## config.mk

```make
export PLATFORM = sky130hd
export DESIGN_NAME = fm_synth_register_shadow
export DESIGN_NICKNAME = d
export VERILOG_FILES = /design/src/rtl/fmrs_pkg.sv /design/src/rtl/fmrs_decode.sv /design/src/rtl/fm_synth_register_shadow.sv
export SDC_FILE = /design/constraint.sdc
export NUM_CORES = 1
export LEC_CHECK = 0
export BUFFER_PORTS_ARGS = -buffer_cell sky130_fd_sc_hd__buf_2
export CAP_MARGIN = 25
export CORE_ASPECT_RATIO = 1.75
export CORE_MARGIN = 2
export CORE_UTILIZATION = 56
export CTS_CLUSTER_SIZE = 30
export DETAILED_ROUTE_END_ITERATION = 7
export GPL_TIMING_DRIVEN = 0
export PLACE_DENSITY = 0.83
export SKIP_LAST_GASP = 1
export SYNTH_ARGS = -nofsm -noshare
export SYNTH_HDL_FRONTEND = slang
export SYNTH_SLANG_ARGS = --single-unit
export TNS_END_PERCENT = 100
```

## constraint.sdc

```tcl
create_clock -name clock -period 7.35 [get_ports clock]
set_clock_uncertainty 0.1 [all_clocks]
set_input_delay 0 -clock clock [delete_from_list [all_inputs] [get_ports clock]]
set_output_delay 0 -clock clock [all_outputs]
set_load 0.03 [all_outputs]
```

## src/rtl/fmrs_pkg.sv

```systemverilog
// Shared constants and types for the FM register shadow block.
`default_nettype none
package fmrs_pkg;

   localparam int CHANNELS      = 18;
   localparam int BANK_CHANNELS = CHANNELS / 2;
   localparam int OP_FIELDS     = 10;
   localparam int CH_FIELDS     = 3;
   localparam int OP_DEPTH      = CHANNELS * OP_FIELDS;
   localparam int CH_DEPTH      = CHANNELS * CH_FIELDS;
   localparam int CHAN_W        = $clog2(CHANNELS);
   localparam int OP_IDX_W      = $clog2(OP_DEPTH);
   localparam int CH_IDX_W      = $clog2(CH_DEPTH);

   // Register offsets of the chip-global registers
   localparam logic [7:0] REG_ENABLE  = 8'h01;
   localparam logic [7:0] REG_PAIR    = 8'h04;
   localparam logic [7:0] REG_NOTESEL = 8'h08;
   localparam logic [7:0] REG_RHYTHM  = 8'hBD;

   // High nibbles of the per-channel register groups
   localparam logic [3:0] GRP_FREQ_LO = 4'hA;
   localparam logic [3:0] GRP_KEY     = 4'hB;
   localparam logic [3:0] GRP_FEED    = 4'hC;

   // Channel shadow field within a channel row
   localparam logic [1:0] CHF_FEED    = 2'd0;
   localparam logic [1:0] CHF_FREQ_LO = 2'd1;
   localparam logic [1:0] CHF_KEY     = 2'd2;

   // Key-on bit within the key/block/fnum-high byte
   localparam int KEY_BIT = 5;

   // Result target codes
   localparam logic [4:0] TGT_NONE     = 5'd0;
   localparam logic [4:0] TGT_ENABLE   = 5'd1;
   localparam logic [4:0] TGT_PAIR     = 5'd2;
   localparam logic [4:0] TGT_NOTESEL  = 5'd3;
   localparam logic [4:0] TGT_RHYTHM   = 5'd4;
   localparam logic [4:0] TGT_OP_FIRST = 5'd5;
   localparam logic [4:0] TGT_FEED     = 5'd15;
   localparam logic [4:0] TGT_FREQ_LO  = 5'd16;
   localparam logic [4:0] TGT_KEY      = 5'd17;

   typedef struct packed {
      logic [4:0]          target;
      logic [CHAN_W-1:0]   channel;
      logic                op_we;
      logic                ch_we;
      logic [OP_IDX_W-1:0] op_idx;
      logic [CH_IDX_W-1:0] ch_idx;
   } decode_type;

endpackage
`default_nettype wire

```

## src/rtl/fmrs_decode.sv

```systemverilog
// Offset decoder: bank/offset to target code, channel and shadow indexes.
`default_nettype none
module fmrs_decode (
   input  wire logic              bank,
   input  wire logic [7:0]        reg_offset,
   output fmrs_pkg::decode_type   dec
);
   import fmrs_pkg::*;

   logic              blk_hit;
   logic [2:0]        blk;
   logic [1:0]        grp;
   logic [2:0]        w;
   logic              opn;
   logic [3:0]        slot;
   logic [3:0]        low;
   logic [CHAN_W-1:0] base;
   logic [CHAN_W-1:0] chan;
   logic [1:0]        field;

   always_comb begin
      grp   = reg_offset[4:3];
      w     = reg_offset[2:0];
      opn   = (w >= 3'd3);
      low   = reg_offset[3:0];
      base  = bank ? CHAN_W'(BANK_CHANNELS) : '0;
      chan  = '0;
      field = CHF_FEED;
      dec   = '0;

      // operator register blocks 0x20, 0x40, 0x60, 0x80, 0xE0
      blk_hit = 1'b1;
      unique case (reg_offset[7:5])
         3'd1:    blk = 3'd0;
         3'd2:    blk = 3'd1;
         3'd3:    blk = 3'd2;
         3'd4:    blk = 3'd3;
         3'd7:    blk = 3'd4;
         default: begin
            blk     = 3'd0;
            blk_hit = 1'b0;
         end
      endcase
      slot = 4'({blk, 1'b0}) + 4'(opn);

      if (reg_offset == REG_ENABLE) begin
         dec.target = TGT_ENABLE;
      end else if (reg_offset == REG_PAIR) begin
         if (bank) begin
            dec.target = TGT_PAIR;
         end
      end else if (reg_offset == REG_NOTESEL) begin
         dec.target = TGT_NOTESEL;
      end else if (reg_offset == REG_RHYTHM) begin
         dec.target = TGT_RHYTHM;
      end else if (blk_hit) begin
         // slots 6,7 of each group and anything past slot 21 are gaps
         if (reg_offset[4:0] <= 5'd21 && w <= 3'd5) begin
            chan = base + CHAN_W'({grp, 1'b0}) + CHAN_W'(grp)
                 + CHAN_W'(opn ? (w - 3'd3) : w);
            dec.target = TGT_OP_FIRST + 5'(slot);
            dec.op_we  = 1'b1;
         end
      end else if (low <= 4'd8) begin
         if (reg_offset[7:4] == GRP_FEED) begin
            chan       = base + CHAN_W'(low);
            dec.target = TGT_FEED;
            dec.ch_we  = 1'b1;
            field      = CHF_FEED;
         end else if (reg_offset[7:4] == GRP_FREQ_LO) begin
            chan       = base + CHAN_W'(low);
            dec.target = TGT_FREQ_LO;
            dec.ch_we  = 1'b1;
            field      = CHF_FREQ_LO;
         end else if (reg_offset[7:4] == GRP_KEY) begin
            chan       = base + CHAN_W'(low);
            dec.target = TGT_KEY;
            dec.ch_we  = 1'b1;
            field      = CHF_KEY;
         end
      end

      dec.channel = chan;
      // row * 10 and row * 3 as shift-adds
      dec.op_idx  = OP_IDX_W'({chan, 3'b000}) + OP_IDX_W'({chan, 1'b0}) + OP_IDX_W'(slot);
      dec.ch_idx  = CH_IDX_W'({chan, 1'b0}) + CH_IDX_W'(chan) + CH_IDX_W'(field);
   end

endmodule
`default_nettype wire

```

## src/rtl/fm_synth_register_shadow.sv

```systemverilog
// Top level: write snooper and shadow store for a two-bank FM register map.
`default_nettype none
// Each beat on req_ is one snooped register write (bank, offset, byte); each
// produces exactly one beat on rsp_ carrying the decoded target code, the
// channel, and a flag that is set when a key/block/fnum-high write flips the
// channel's key-on bit (bit 5). Sustained rate is one beat per clock while
// rsp_ready is high; each beat is registered in stage 1 and then in the
// output register on rsp_. Stage 1 holds the beat while the channel shadow
// memory is read; that read gives the stored key byte for the key-on
// compare. A write to the same shadow entry in the next beat is forwarded,
// so back-to-back key writes compare correctly. Operator registers live in
// a 180-entry memory, per-channel registers in a 54-entry memory, the four
// global registers in flops. Reset needs no clearing pass: 18 per-channel
// valid bits make a key entry that was never written read as zero. The
// block is ready again in the cycle after reset is released.
module fm_synth_register_shadow (
   input  wire logic       clock,
   input  wire logic       reset,
   input  wire logic       req_valid,
   output logic            req_ready,
   input  wire logic       req_bank,
   input  wire logic [7:0] req_reg_offset,
   input  wire logic [7:0] req_data_byte,
   output logic            rsp_valid,
   input  wire logic       rsp_ready,
   output logic            rsp_key_changed,
   output logic [4:0]      rsp_target,
   output logic [4:0]      rsp_channel
);
   import fmrs_pkg::*;

   // shadow memories
   logic [7:0] op_mem [OP_DEPTH];
   logic [7:0] ch_mem [CH_DEPTH];

   // global registers
   logic [7:0] chip_enable_ff;
   logic [7:0] pair_mask_ff;
   logic [7:0] note_select_ff;
   logic [7:0] rhythm_ff;

   // per-channel valid for the key entry
   logic [CHANNELS-1:0] key_valid_ff;

   decode_type dec;

   // stage 1: decoded beat while the memory read is in flight
   logic       s1_valid_ff;
   decode_type s1_dec_ff;
   logic [7:0] s1_data_ff;
   logic [7:0] ch_rd_ff;
   logic       fwd_ff;
   logic [7:0] fwd_data_ff;

   // output register
   logic       rsp_valid_ff;
   logic       rsp_key_changed_ff;
   logic [4:0] rsp_target_ff;
   logic [4:0] rsp_channel_ff;

   logic s1_adv;
   logic accept;
   logic old_key;
   logic key_changed;

   fmrs_decode u_decode (
      .bank       (req_bank),
      .reg_offset (req_reg_offset),
      .dec        (dec)
   );

   assign s1_adv    = s1_valid_ff && (!rsp_valid_ff || rsp_ready);
   assign req_ready = !s1_valid_ff || s1_adv;
   assign accept    = req_valid && req_ready;

   // stored key bit: forwarded from the write in flight, else memory, else zero
   always_comb begin
      if (fwd_ff) begin
         old_key = fwd_data_ff[KEY_BIT];
      end else if (key_valid_ff[s1_dec_ff.channel]) begin
         old_key = ch_rd_ff[KEY_BIT];
      end else begin
         old_key = 1'b0;
      end
      key_changed = (s1_dec_ff.target == TGT_KEY) && (old_key != s1_data_ff[KEY_BIT]);
   end

   // control
   always_ff @(posedge clock) begin
      if (reset) begin
         s1_valid_ff  <= 1'b0;
         rsp_valid_ff <= 1'b0;
         key_valid_ff <= '0;
      end else begin
         if (accept) begin
            s1_valid_ff <= 1'b1;
         end else if (s1_adv) begin
            s1_valid_ff <= 1'b0;
         end
         if (s1_adv) begin
            rsp_valid_ff <= 1'b1;
         end else if (rsp_ready) begin
            rsp_valid_ff <= 1'b0;
         end
         if (s1_adv && s1_dec_ff.target == TGT_KEY) begin
            key_valid_ff[s1_dec_ff.channel] <= 1'b1;
         end
      end
   end

   // global registers
   always_ff @(posedge clock) begin
      if (reset) begin
         chip_enable_ff <= '0;
         pair_mask_ff   <= '0;
         note_select_ff <= '0;
         rhythm_ff      <= '0;
      end else if (s1_adv) begin
         if (s1_dec_ff.target == TGT_ENABLE) begin
            chip_enable_ff <= s1_data_ff;
         end
         if (s1_dec_ff.target == TGT_PAIR) begin
            pair_mask_ff <= s1_data_ff;
         end
         if (s1_dec_ff.target == TGT_NOTESEL) begin
            note_select_ff <= s1_data_ff;
         end
         if (s1_dec_ff.target == TGT_RHYTHM) begin
            rhythm_ff <= s1_data_ff;
         end
      end
   end

   // stage 1 payload, memory read and same-entry forward
   always_ff @(posedge clock) begin
      if (accept) begin
         s1_dec_ff   <= dec;
         s1_data_ff  <= req_data_byte;
         ch_rd_ff    <= ch_mem[dec.ch_idx];
         fwd_ff      <= s1_adv && s1_dec_ff.ch_we && (s1_dec_ff.ch_idx == dec.ch_idx);
         fwd_data_ff <= s1_data_ff;
      end
   end

   // memory write-back
   always_ff @(posedge clock) begin
      if (s1_adv && s1_dec_ff.ch_we) begin
         ch_mem[s1_dec_ff.ch_idx] <= s1_data_ff;
      end
   end

   always_ff @(posedge clock) begin
      if (s1_adv && s1_dec_ff.op_we) begin
         op_mem[s1_dec_ff.op_idx] <= s1_data_ff;
      end
   end

   // result register
   always_ff @(posedge clock) begin
      if (s1_adv) begin
         rsp_key_changed_ff <= key_changed;
         rsp_target_ff      <= s1_dec_ff.target;
         rsp_channel_ff     <= 5'(s1_dec_ff.channel);
      end
   end

   assign rsp_valid       = rsp_valid_ff;
   assign rsp_key_changed = rsp_key_changed_ff;
   assign rsp_target      = rsp_target_ff;
   assign rsp_channel     = rsp_channel_ff;

endmodule
`default_nettype wire

```

## After elaboration in Yosys (flattened, before gate mapping)

Memory sizes are Yosys's and may differ from the RTL's. A register that Yosys moved wholly into a read port is not among the register bits.
Index checks and enable logic that the tools add are counted.

- Memory bits (read-only): 0
- Output and inout bits: 13
- Bits in writable memories: 432
- Memories kept: 1
- Latch bits: 0
- Register bits after elaboration: 63
- Word-level logic and storage cells: 110
- Input bits: 21

- Reduce and logical (&&, ||, !) cells: 16
- $lt $le $gt $ge: 6
- Muxes and demuxes: 48
- Shifts and indexed selects: 0
- Bitwise logic cells: 2
- $mul: 0
- Divide/modulo/power cells: 0
- Add/sub/neg operators: 9
- Equality and inequality tests: 15

Memories:

| memory | words | bits a word | rd ports | clocked after Yosys merged registers in | write ports | RTL line | text |
|---|---|---|---|---|---|---|---|
| ch_mem | 54 | 8 | 1 | 1 | 1 | fm_synth_register_shadow.sv:34 | `logic [7:0] ch_mem [CH_DEPTH];` |

Operators with widths:

| operator | count |
|---|---|
| $mux W5 | 20 |
| $mux W2 | 10 |
| $or A18 B18 Y18 | 1 |
| $mux W1 | 14 |
| $eq A4 B4 Y1 const B | 3 |
| $pmux W3 S4 | 1 |
| $eq A8 B1 Y1 const B | 1 |
| $eq A8 B3 Y1 const B | 1 |
| $eq A8 B4 Y1 const B | 1 |
| $eq A8 B8 Y1 const B | 1 |
| $logic_and A1 B1 Y1 | 8 |
| $add A6 B2 Y6 | 1 |
| $add A6 B5 Y6 | 1 |
| $eq A3 B2 Y1 const B | 2 |
| $eq A3 B3 Y1 const B | 2 |
| $eq A6 B6 Y1 | 1 |
| $lt A5 B6 Y1 const B | 1 |
| $reduce_or A6 Y1 | 1 |
| $add A3 B4 Y5 const A | 1 |
| $add A5 B2 Y5 | 1 |
| $add A5 B3 Y5 | 1 |
| $add A5 B4 Y5 | 1 |
| $add A5 B5 Y5 | 1 |
| $bmux W1 S5 | 1 |
| other kinds (17) | 20 |

## Longest topological paths before layout

- Depth in word-level cells: 15
- Mapped depth: 19
- Mapped depth without buffers: 19

## Hierarchy

A second synthesis with hierarchy kept.

- Cell total of the unflattened synthesis: 482
- Area total of the unflattened synthesis: 5,736.8 µm²

By module, submodules not included:

| module | cells an instance | area an instance (µm²) | instances | sequential area each (µm²) |
|---|---|---|---|---|
| fm_synth_register_shadow | 318 | 4,456.8 | 1 | 2,982.9 |
| fmrs_decode | 164 | 1,280.0 | 1 | 0.0 |

## Worst setup path after synthesis

No wires, ideal clock.

- Path kind: in2reg
- Start point: input port req_reg_offset[0]
- End point: register ch_rd_ff[5] (read register of ch_mem), data pin
- Setup slack: 3.284 ns
- Data arrival time: 3.693 ns
- Path buffers: 0
- Library setup time: 0.274 ns
- Stages: 17
- Required time: 6.976 ns
- Cell sequence: ha_1 -> nor2_1 -> inv_1 -> o21ai_0 -> fa_1 -> ha_1 -> fa_1 -> o211ai_1 -> o22ai_1 -> ha_1 -> inv_1 -> fa_1 -> nand2b_1 -> a21oi_1 -> xor2_1 -> mux2i_1 -> o211ai_1

RTL lines:

| item | RTL line | text |
|---|---|---|
| start: declaration | fm_synth_register_shadow.sv:22 | `input wire logic [7:0] req_reg_offset,` |
| end: declaration | fm_synth_register_shadow.sv:51 | `logic [7:0] ch_rd_ff;` |

==> results.json <==
{
  "fin_util_pct": 64.5,
  "max_freq_ghz": 0.208,
  "root_buffer": "clkbuf_16",
  "leakage_nw": 2.17,
  "hp-class": "primary input to flip-flop",
  "grt_antenna_before_repair": 0,
  "final_cell_mix": "nor2_1, edfxtp_1, buf_2",
  "use_met1_pct": 26.1,
  "ys_types": 60,
  "reg2reg_depth": 5,
  "rows": 47,
  "port_buffers": 23,
  "holdWs_ns": 0.104,
  "clk_path_buf_depth": 2,
  "path_clk_slew_ns": 0.07,
  "htree_levels": 3,
  "start_util_pct": 57.6,
  "dr.pass1.iters": 5,
  "p_per_area_nw_per_um2": 246,
  "syn2layout_area_growth_pct": 12.0,
  "hold_end": "s1_dec_ff[22]",
  "cts.sinks": 106,
  "post_cts_buffers": 0,
  "numCtsBuffers": 9,
  "hpwl_mm": 8.53,
  "cts_tree": "built",
  "rsz0062_at_grt": "false",
  "crit_path_cell_trace": "buf_2 -> ha_1 -> nor2_1 -> inv_1 -> o21ai_0 -> fa_1 -> ha_1 -> fa_1 -> o211ai_1 -> o22ai_1 -> ha_1 -> inv_1 -> fa_1 -> xor2_2 -> clkinv_1 -> nand3_1 -> nand4_1 -> mux2i_1 -> o211ai_1",
  "power.total_mw": 1.50,
  "vias": 3903,
  "use_met2_pct": 44.2,
  "grt_pass1_vias": 3932,
  "ir_worst_vdd_mv": 0.150,
  "synth_edf_count": 86,
  "status": "completed",
  "fin_crit_ns": 4.81,
  "hold_start": "req_reg_offset[3]",
  "via_per_inst": 6.16,
  "io_pins": 34,
  "cp_slowest_cell": "fa_1",
  "synth-seq-cells": 106,
  "final_common_cell": "nor2_1",
  "hold_depth": 3,
  "drive_gt1_share_pct": 14.3,
  "grt-ovfl-total": 0,
  "post_dp_cell_area_um2": 5740,
  "r2r_slack_ns": 5.13,
  "top_usage_layer": "met2",
  "dp_cells": 611,
  "syn_inst": 465,
  "fp.dieW_um": 78.6,
  "ant_nets": 0,
  "n_antenna_cell": 0,
  "hold_buffers": 7,
  "grt_pass1_wl_mm": 19.2,
  "netlist_area_um2": 5450,
  "end_kind": "flip-flop",
  "slowest_delay_ns": 0.51,
  "pre_cts_ws_ns": 2.23,
  "wire_per_inst_um": 19.2,
  "worst-slew-pin-transition_ns": 0.923,
  "final_hold_viol_count": 0,
  "die-area_um2": 10600,
  "rr_startpoint": "s1_dec_ff[24]",
  "fin_crit_sh_pct": 65.4,
  "async_flop_share_pct": 0,
  "drc_errors": 0,
  "fin_cells": 634,
  "core_area_um2": 9470,
  "clock_latency_ns": 0.35,
  "critical_path_class": "primary input to flip-flop",
  "cap_violations": 0,
  "rr_endpoint": "key_valid_ff[16]",
  "relSlewSlack_pct": 38.5,
  "wl_mm": 12.2,
  "met3_usage_pct": 4.41,
  "synth-warning-count": 0,
  "syn_avg_cell_area_um2": 11.7,
  "final_area_um2": 6100,
  "syn_nets": 513,
  "drtIter0Drc": 309,
  "setup_viol": 0,
  "grt_max_degree": 42,
  "required_ns": 7.32,
  "grt.total_usage_pct": 24.1,
  "cp.arrival_ns": 4.78,
  "nets": 555,
  "seq_area_frac_synth_pct": 54.7,
  "final.setup.tns_ns": 0,
  "ctsResizeCount": 0,
  "worstPathMaxFanout": 8,
  "drv_slew": 0,
  "crit_path_start_kind": "primary input",
  "final.setup.worst_slack_ns": 2.54,
  "die_y_um": 134,
  "ys.flop_type": "edfxtp_1",
  "finalWeightedCongestion": 0.900
}
## layout make-up
class                      instances  area [um2]
timing repair buffer              31         213
sequential                       106        2980
buffer                            20         105
fill                             691        3360
clock buffer                      10         229
tap                              122         153
multi-input combinational        318        2280
inverter                          21        78.8
clock inverter                     6        61.3
## Yosys cell counts (2+ instances only)
| library cell | number | area share (%) |
|---|---|---|
| and3_1 | 2 | 0.23 |
| nand3_1 | 16 | 1.5 |
| nand4b_1 | 2 | 0.32 |
| nor2b_1 | 9 | 1.0 |
| clkinv_1 | 2 | 0.14 |
| buf_6 | 2 | 0.41 |
| or2_2 | 2 | 0.23 |
| a21oi_1 | 22 | 2.0 |
| nor3_1 | 12 | 1.1 |
| xnor2_1 | 10 | 1.6 |
| nand4_1 | 4 | 0.46 |
| a22oi_1 | 2 | 0.28 |
| nand2b_1 | 6 | 0.69 |
| edfxtp_1 | 86 | 47 |
| clkbuf_1 | 12 | 0.83 |
| o21ai_0 | 7 | 0.64 |
| fa_1 | 5 | 1.8 |
| inv_1 | 19 | 1.3 |
| dfxtp_1 | 20 | 7.3 |
| nand3b_1 | 6 | 0.83 |
| buf_4 | 2 | 0.28 |
| o211ai_1 | 2 | 0.28 |
| or3b_2 | 3 | 0.48 |
| nor4_1 | 2 | 0.23 |
| and2_1 | 4 | 0.46 |
| mux2i_1 | 5 | 0.92 |
| o22ai_1 | 5 | 0.57 |
| a21o_1 | 3 | 0.41 |
| o311ai_0 | 2 | 0.32 |
| nand2_1 | 23 | 1.6 |
| nor3b_1 | 2 | 0.28 |
| ha_1 | 22 | 5.1 |
| xor2_1 | 6 | 0.96 |
| mux4_2 | 16 | 6.6 |
| a31oi_1 | 8 | 0.92 |
| nor2_1 | 88 | 6.1 |
| buf_2 | 3 | 0.28 |
## per-layer routing
metal	share of wire (%)	wire (um)
met5	0	0
met3	5.7	693
met2	55	6740
met4	3.9	481
met1	35	4280
## power by group
| group | internal [mW] | switching (mW) | total (mW) |
|---|---|---|---|
| combinational | 0.130 | 0.210 | 0.340 |
| clock | 0.238 | 0.225 | 0.463 |
| sequential | 0.679 | 0.0203 | 0.699 |
## sequential cells by signal, indices dropped and copies added (netlist names)
signal	count
ch_mem	54
ch_rd_ff	1
fwd_data_ff	1
fwd_ff	1
key_valid_ff	18
rsp_channel	5
rsp_key_changed	1
rsp_target	5
rsp_valid	1
s1_data_ff	1
s1_dec_ff	17
s1_valid_ff	1
## worst max-delay path, delay by kind of cell
kind | cells | cell delay, ns
multiplexers | 1 | 0.19
AND/OR/NAND/NOR | 3 | 0.52
buffers and inverters | 4 | 0.76
adder cells (fa/ha/maj) | 6 | 2.13
AO/OA/AOI/OAI | 4 | 0.79
XOR/XNOR | 1 | 0.39
## cells by family (layout without fill, tap and decap cells)
family	count (synthesis)	in the layout	synth area share, %
AND/OR/NAND/NOR	188	188	16.8
flip-flops	106	106	54.7
AO/OA/AOI/OAI	64	64	7.58
buffers and inverters	41	88	3.38
adder cells (fa/ha/maj)	27	27	6.89
multiplexers	22	22	7.74
XOR/XNOR	17	17	2.87
## how the worst max path moves through the flow
| stage | end | slack (ns) | startpoint | cells after the start |
|---|---|---|---|---|
| 5_1_grt | ch_rd_ff[5] | 2.22 | req_reg_offset[0] | 19 |
| 2_1_floorplan | ch_rd_ff[5] | 3.28 | req_reg_offset[0] | 17 |
| 6_report | ch_rd_ff[5] | 2.54 | req_reg_offset[0] | 19 |
| 4_1_cts | ch_rd_ff[5] | 2.59 | req_reg_offset[0] | 19 |
| 3_5_place_dp | ch_rd_ff[5] | 2.23 | req_reg_offset[0] | 19 |
| 3_3_place_gp | ch_rd_ff[5] | 2.38 | req_reg_offset[0] | 19 |
No activity file was read; power rests on OpenSTA's default activity.
